<file path="src/rtl/core/three_color_brain_automaton_step_unit_defines.svh">
// Assertion macros shared by the step unit; clock aclk, reset aresetn.
`ifndef THREE_COLOR_BRAIN_AUTOMATON_STEP_UNIT_DEFINES_SVH
`define THREE_COLOR_BRAIN_AUTOMATON_STEP_UNIT_DEFINES_SVH

// Same-cycle implication.
`define BBS_ASSERT_IMP(lbl, ante, cons) \
    lbl: assert property (@(posedge aclk) disable iff (!aresetn) (ante) |-> (cons)) \
        else $error("bbs check failed");

// Next-cycle implication.
`define BBS_ASSERT_NXT(lbl, ante, cons) \
    lbl: assert property (@(posedge aclk) disable iff (!aresetn) (ante) |=> (cons)) \
        else $error("bbs check failed");

`endif

</file>
<file path="src/rtl/core/bbs_pkg.sv">
package bbs_pkg;

    localparam int BOARD_ROWS = 64;
    localparam int BOARD_COLS = 64;

    localparam int ROW_W     = $clog2(BOARD_ROWS);
    localparam int COL_W     = $clog2(BOARD_COLS);
    localparam int MEM_AW    = 1 + ROW_W + COL_W;
    localparam int MEM_DEPTH = 1 << MEM_AW;

    // each streamed line carries one wrapped column on either side
    localparam int LINE_LEN  = BOARD_COLS + 2;
    localparam int CHAIN_LEN = 2 * LINE_LEN + 3;
    localparam int SR_W      = $clog2(BOARD_ROWS + 2);
    localparam int SC_W      = $clog2(BOARD_COLS + 2);

    localparam int NBR_COUNT   = 8;
    localparam int CNT_W       = $clog2(NBR_COUNT + 1);
    localparam int BIRTH_COUNT = 4;
    localparam int COLOR_MIN   = 2;

    typedef logic [ROW_W-1:0]  row_idx_t;
    typedef logic [COL_W-1:0]  col_idx_t;
    typedef logic [MEM_AW-1:0] mem_addr_t;
    typedef logic [SR_W-1:0]   sr_t;
    typedef logic [SC_W-1:0]   sc_t;
    typedef logic [CNT_W-1:0]  cnt_t;

    typedef logic [2:0] cell_state_t;
    localparam cell_state_t ST_DEAD        = 3'd0;
    localparam cell_state_t ST_RED_ALIVE   = 3'd1;
    localparam cell_state_t ST_RED_DYING   = 3'd2;
    localparam cell_state_t ST_GREEN_ALIVE = 3'd3;
    localparam cell_state_t ST_GREEN_DYING = 3'd4;
    localparam cell_state_t ST_BLUE_ALIVE  = 3'd5;
    localparam cell_state_t ST_BLUE_DYING  = 3'd6;
    localparam cell_state_t ST_INVALID     = 3'd7;

    typedef logic [1:0] func_t;
    localparam func_t FUNC_WRITE = 2'd0;
    localparam func_t FUNC_READ  = 2'd1;
    localparam func_t FUNC_STEP  = 2'd2;

    typedef struct packed {
        logic red;
        logic green;
        logic blue;
    } alive_t;

    typedef enum logic [2:0] {
        CTL_CLEAR,
        CTL_IDLE,
        CTL_READ,
        CTL_GEN_RUN,
        CTL_GEN_DRAIN
    } ctl_state_t;

endpackage

</file>
<file path="src/rtl/core/bbs_rule.sv">
module bbs_rule (
    input  bbs_pkg::cell_state_t self_state,
    input  bbs_pkg::alive_t      nbr [bbs_pkg::NBR_COUNT],
    output bbs_pkg::cell_state_t next_state
);

    bbs_pkg::cnt_t red_cnt;
    bbs_pkg::cnt_t green_cnt;
    bbs_pkg::cnt_t blue_cnt;
    bbs_pkg::cnt_t total_cnt;

    always_comb begin
        red_cnt   = '0;
        green_cnt = '0;
        blue_cnt  = '0;
        for (int i = 0; i < bbs_pkg::NBR_COUNT; i++) begin
            red_cnt   = red_cnt   + bbs_pkg::cnt_t'(nbr[i].red);
            green_cnt = green_cnt + bbs_pkg::cnt_t'(nbr[i].green);
            blue_cnt  = blue_cnt  + bbs_pkg::cnt_t'(nbr[i].blue);
        end
        total_cnt = red_cnt + green_cnt + blue_cnt;
    end

    always_comb begin
        case (self_state)
            bbs_pkg::ST_RED_ALIVE:   next_state = bbs_pkg::ST_RED_DYING;
            bbs_pkg::ST_GREEN_ALIVE: next_state = bbs_pkg::ST_GREEN_DYING;
            bbs_pkg::ST_BLUE_ALIVE:  next_state = bbs_pkg::ST_BLUE_DYING;
            bbs_pkg::ST_DEAD: begin
                next_state = bbs_pkg::ST_DEAD;
                // with four live neighbors, birth takes the first of red, green, blue with two or more
                if (total_cnt == bbs_pkg::cnt_t'(bbs_pkg::BIRTH_COUNT)) begin
                    if (red_cnt >= bbs_pkg::cnt_t'(bbs_pkg::COLOR_MIN)) begin
                        next_state = bbs_pkg::ST_RED_ALIVE;
                    end else if (green_cnt >= bbs_pkg::cnt_t'(bbs_pkg::COLOR_MIN)) begin
                        next_state = bbs_pkg::ST_GREEN_ALIVE;
                    end else if (blue_cnt >= bbs_pkg::cnt_t'(bbs_pkg::COLOR_MIN)) begin
                        next_state = bbs_pkg::ST_BLUE_ALIVE;
                    end
                end
            end
            default: next_state = bbs_pkg::ST_DEAD;
        endcase
    end

endmodule

</file>
<file path="config.mk">
export PLATFORM = sky130hd
export DESIGN_NAME = bbs_rule
export DESIGN_NICKNAME = d
export VERILOG_FILES = /design/src/rtl/core/three_color_brain_automaton_step_unit_defines.svh /design/src/rtl/core/bbs_pkg.sv /design/src/rtl/core/bbs_rule.sv
export SDC_FILE = /design/constraint.sdc
export NUM_CORES = 1
export LEC_CHECK = 0
export BUFFER_PORTS_ARGS = -buffer_cell sky130_fd_sc_hd__buf_2
export CORE_MARGIN = 2
export CORE_UTILIZATION = 48
export DETAILED_ROUTE_END_ITERATION = 12
export GPL_TIMING_DRIVEN = 0
export PLACE_DENSITY = 0.81
export SLEW_MARGIN = 0
export SYNTH_ARGS = -nofsm -noshare
export SYNTH_HDL_FRONTEND = slang
export SYNTH_SLANG_ARGS = --single-unit
</file>
<file path="constraint.sdc">
create_clock -name vclk -period 6.1
set_input_delay 1.22 -clock vclk [all_inputs]
set_output_delay 1.22 -clock vclk [all_outputs]
set_load 0.05 [all_outputs]
</file>
==> metrics.txt <==
# TYPE chip_impl_metric gauge
chip_impl_metric{name="ff_latch_area",unit="sq um"} 0
chip_impl_metric{name="report.power.total",unit="mW"} 0.464
chip_impl_metric{name="netlist_area",unit="sq um"} 823
chip_impl_metric{name="syn-num-nets",unit=""} 152
chip_impl_metric{name="timing.max_slew.rel_slack",unit="%"} 73.8
chip_impl_metric{name="grt_pass1_wl",unit="mm"} 3.02
chip_impl_metric{name="synthSimpleGateAreaFrac",unit="%"} 10.8
chip_impl_metric{name="buffer_ports.inserted",unit=""} 30
chip_impl_info{name="largest_family_of_logic_cells_by_synthesized_area",value="adder cells"} 1
chip_impl_metric{name="die_height",unit="um"} 45.4
chip_impl_metric{name="critPathMaxStageDelay",unit="ps"} 560
chip_impl_metric{name="die_area",unit="sq um"} 2060
chip_impl_metric{name="maximum_clock_frequency",unit="GHz"} 0.145
chip_impl_metric{name="fin_crit",unit="ps"} 6880
chip_impl_metric{name="n_clock_buffer",unit=""} 0
chip_impl_metric{name="drt-wirelength-per-cell",unit="um"} 10.8
chip_impl_info{name="timing.setup.critical_path_class",value="in -> out"} 1
chip_impl_metric{name="worstPathBufferInverterCount",unit=""} 7
chip_impl_metric{name="synthXorXnorAreaFrac",unit="%"} 8.51
chip_impl_metric{name="critical_path.max_fanout",unit=""} 3
chip_impl_metric{name="firstDrtPassIters",unit=""} 4
chip_impl_metric{name="p_leak",unit="nW"} 0.636
chip_impl_metric{name="report.final.setup_viol",unit=""} 3
chip_impl_metric{name="nFillCells",unit=""} 115
chip_impl_metric{name="routed_wirelength",unit="mm"} 1.60
chip_impl_info{name="worstSetupStartpointType",value="input port"} 1
chip_impl_metric{name="final-hold-violation-count",unit=""} 0
chip_impl_metric{name="finalInstanceArea",unit="sq um"} 1170
chip_impl_metric{name="placeableCoreArea",unit="sq um"} 1560
chip_impl_metric{name="worst_slew_pin_slew",unit="ps"} 390
chip_impl_metric{name="critical_path_arrival",unit="ps"} 5660
chip_impl_metric{name="cap_viol_max_count",unit=""} 0
chip_impl_metric{name="diodes",unit=""} 0
chip_impl_info{name="cpLargestDelayFamily",value="adder cells"} 1
chip_impl_metric{name="drc_errors",unit=""} 0
chip_impl_metric{name="postSynthCellCount",unit=""} 99
chip_impl_info{name="violations",value="setup timing"} 1
chip_impl_info{name="critical_path.cell_chain",value="buf_2 -> inv_1 -> fa_1 -> fa_1 -> fa_1 -> inv_1 -> ha_2 -> fa_1 -> inv_1 -> fa_1 -> inv_1 -> ha_2 -> inv_2 -> fa_2 -> xnor2_2 -> xnor2_2 -> xnor2_4 -> o32ai_4 -> buf_6"} 1
chip_impl_metric{name="yosys_warnings",unit=""} 0
chip_impl_metric{name="setup_total_negative_slack",unit="ps"} -2290
chip_impl_metric{name="layout_setup_ws",unit="ps"} -780
chip_impl_metric{name="num_vias",unit=""} 698
chip_impl_metric{name="grt_antenna_before_repair",unit=""} 0
chip_impl_metric{name="row_count",unit=""} 14
chip_impl_metric{name="placement.cell_area",unit="sq um"} 1080
chip_impl_metric{name="ys_seq_area_share",unit="%"} 0
chip_impl_metric{name="grt.total_usage",unit="%"} 19.3
chip_impl_metric{name="postSynthAreaPerCell",unit="sq um"} 8.32
chip_impl_metric{name="dpl.hpwl",unit="mm"} 1.50
chip_impl_metric{name="via_count_of_the_first_global_routing_pass",unit=""} 802
chip_impl_info{name="path_common_cell",value="sky130_fd_sc_hd__fa_1"} 1
chip_impl_metric{name="pd_cells",unit="nW/um^2"} 396
chip_impl_metric{name="finalWeightedCongestion",unit=""} 0.729
chip_impl_metric{name="number_of_distinct_library_cells_after_synthesis",unit=""} 23
chip_impl_metric{name="drt_iter0_drc",unit=""} 2
chip_impl_metric{name="period_share",unit="%"} 113
chip_impl_metric{name="synth_adder_area_share",unit="%"} 54.1
chip_impl_metric{name="synthesized_area_fraction_occupied_by_ao_oa_aoi_and_oai_cells",unit="%"} 7.90
chip_impl_metric{name="largest_net_degree_at_the_start_of_global_routing",unit=""} 5
chip_impl_metric{name="data_required_time_of_the_worst_path",unit="ps"} 4880
chip_impl_info{name="end_kind",value="primary output"} 1
chip_impl_info{name="crit_slowest_cell",value="sky130_fd_sc_hd__fa_1"} 1
chip_impl_metric{name="hold-worst-slack",unit="ps"} 2820
chip_impl_metric{name="die_width",unit="um"} 45.4
chip_impl_metric{name="drtAntennaViolNets",unit=""} 0
chip_impl_metric{name="preCtsSetupSlack",unit="ps"} -1090
chip_impl_info{name="rsz0062_at_grt",value="yes"} 1
chip_impl_metric{name="fin_nets",unit=""} 187
chip_impl_metric{name="synthMuxAreaShare",unit="%"} 0
chip_impl_info{name="status",value="complete, but fails checks"} 1
chip_impl_metric{name="maxSlewViolCount",unit=""} 0
chip_impl_metric{name="initial_utilization",unit="%"} 52.8
chip_impl_metric{name="grt_overflow_total",unit=""} 0
chip_impl_metric{name="layout-drive-gt1-share",unit="%"} 44.7
chip_impl_metric{name="viasPerCell",unit=""} 4.72
chip_impl_metric{name="nFlopsAndLatches",unit=""} 0
chip_impl_info{name="hold_path_class",value="in -> out"} 1
chip_impl_metric{name="area_delta_synth_final",unit="%"} 42.2
chip_impl_metric{name="ir_drop",unit="uV"} 303
chip_impl_metric{name="ioPinCount",unit=""} 30
[path summary, 6_finish.rpt]
path                     startpoint             to  slack, ps  depth (start not counted)
worst max-delay path         nbr[0]  next_state[1]       -780                         19
worst min-delay path  self_state[1]  next_state[1]       2820                          3
[cells in the final DEF, fill, tap and decap left out, drive strengths merged]
cell type,instances
a21o,1
a21oi,4
a311oi,1
and2b,1
buf,33
fa,16
ha,10
inv,41
nand2,4
nand2b,1
nand3,2
nor2,1
nor2b,1
nor3b,1
nor4,1
o21ai,1
o31ai,1
o32ai,1
or2,2
or3b,1
xnor2,6
xor2,2
[metal layers]
layer	vias to the layer above	track usage (%)	wire length, um
met1	331	20.6	542
met4	0	1.18	0
met3	0	0.397	36
li1	353	-	-
met5	-	0	0
met2	14	42.0	1030
[Yosys cell counts]
| master | n | share of area, % |
|---|---|---|
| sky130_fd_sc_hd__nand2b_1 | 1 | 0.76 |
| sky130_fd_sc_hd__nand2_1 | 4 | 1.8 |
| sky130_fd_sc_hd__or2_2 | 1 | 0.76 |
| sky130_fd_sc_hd__fa_1 | 16 | 39 |
| sky130_fd_sc_hd__inv_1 | 41 | 19 |
| sky130_fd_sc_hd__nor4_1 | 1 | 0.76 |
| sky130_fd_sc_hd__a21oi_2 | 1 | 1.1 |
| sky130_fd_sc_hd__nand3_1 | 2 | 1.2 |
| sky130_fd_sc_hd__nor2b_1 | 1 | 0.76 |
| sky130_fd_sc_hd__nor3b_2 | 1 | 1.5 |
| sky130_fd_sc_hd__or2_1 | 1 | 0.76 |
| sky130_fd_sc_hd__a21oi_1 | 3 | 1.8 |
| sky130_fd_sc_hd__and2b_1 | 1 | 0.91 |
| sky130_fd_sc_hd__o21ai_2 | 1 | 1.1 |
| sky130_fd_sc_hd__a311oi_1 | 1 | 1.1 |
| sky130_fd_sc_hd__nor2_1 | 1 | 0.46 |
| sky130_fd_sc_hd__or3b_1 | 1 | 1.1 |
| sky130_fd_sc_hd__o32ai_1 | 1 | 1.1 |
| sky130_fd_sc_hd__xor2_1 | 2 | 2.1 |
| sky130_fd_sc_hd__o31ai_1 | 1 | 0.91 |
| sky130_fd_sc_hd__xnor2_1 | 6 | 6.4 |
| sky130_fd_sc_hd__ha_1 | 10 | 15 |
| sky130_fd_sc_hd__a21o_1 | 1 | 0.91 |
[timing repair]
item                                    CTS  global route
buffers inserted                          3             0
hold buffers                              0             0
endpoints found under the setup margin    3             3
resized for setup                        11            12
pin swaps                                 9             8
cloned                                    0             0
[area by class of cell]
| type | instances | area, sq um | area share (%) |
|---|---|---|---|
| well taps | 16 | 20.0 | 1.71 |
| repair buffers | 33 | 210 | 17.9 |
| multi-input cells | 58 | 777 | 66.3 |
| inverters | 41 | 164 | 14.0 |
[logic make-up (layout without fill, tap and decap cells)]
group                      Yosys count  in the layout
xor gates and xnor gates             8              8
adders and majority gates           26             26
and+or+nand+nor                     15             15
buffers and inverters               41             74
AOI/OAI and AO/OA                    9              9
[metrics by stage]
step,utilization (%),cells
after floorplan,-,99
after global placement,69.3,145
after detailed placement,69.3,145
after CTS,73.4,148
after global routing,75.1,148
final,75.1,148
[report_power, final]
group          switching, mW  internal (mW)
registers                  0              0
clock network              0              0
logic                  0.243          0.221
Note: power is estimated with default switching activity, not from simulation.
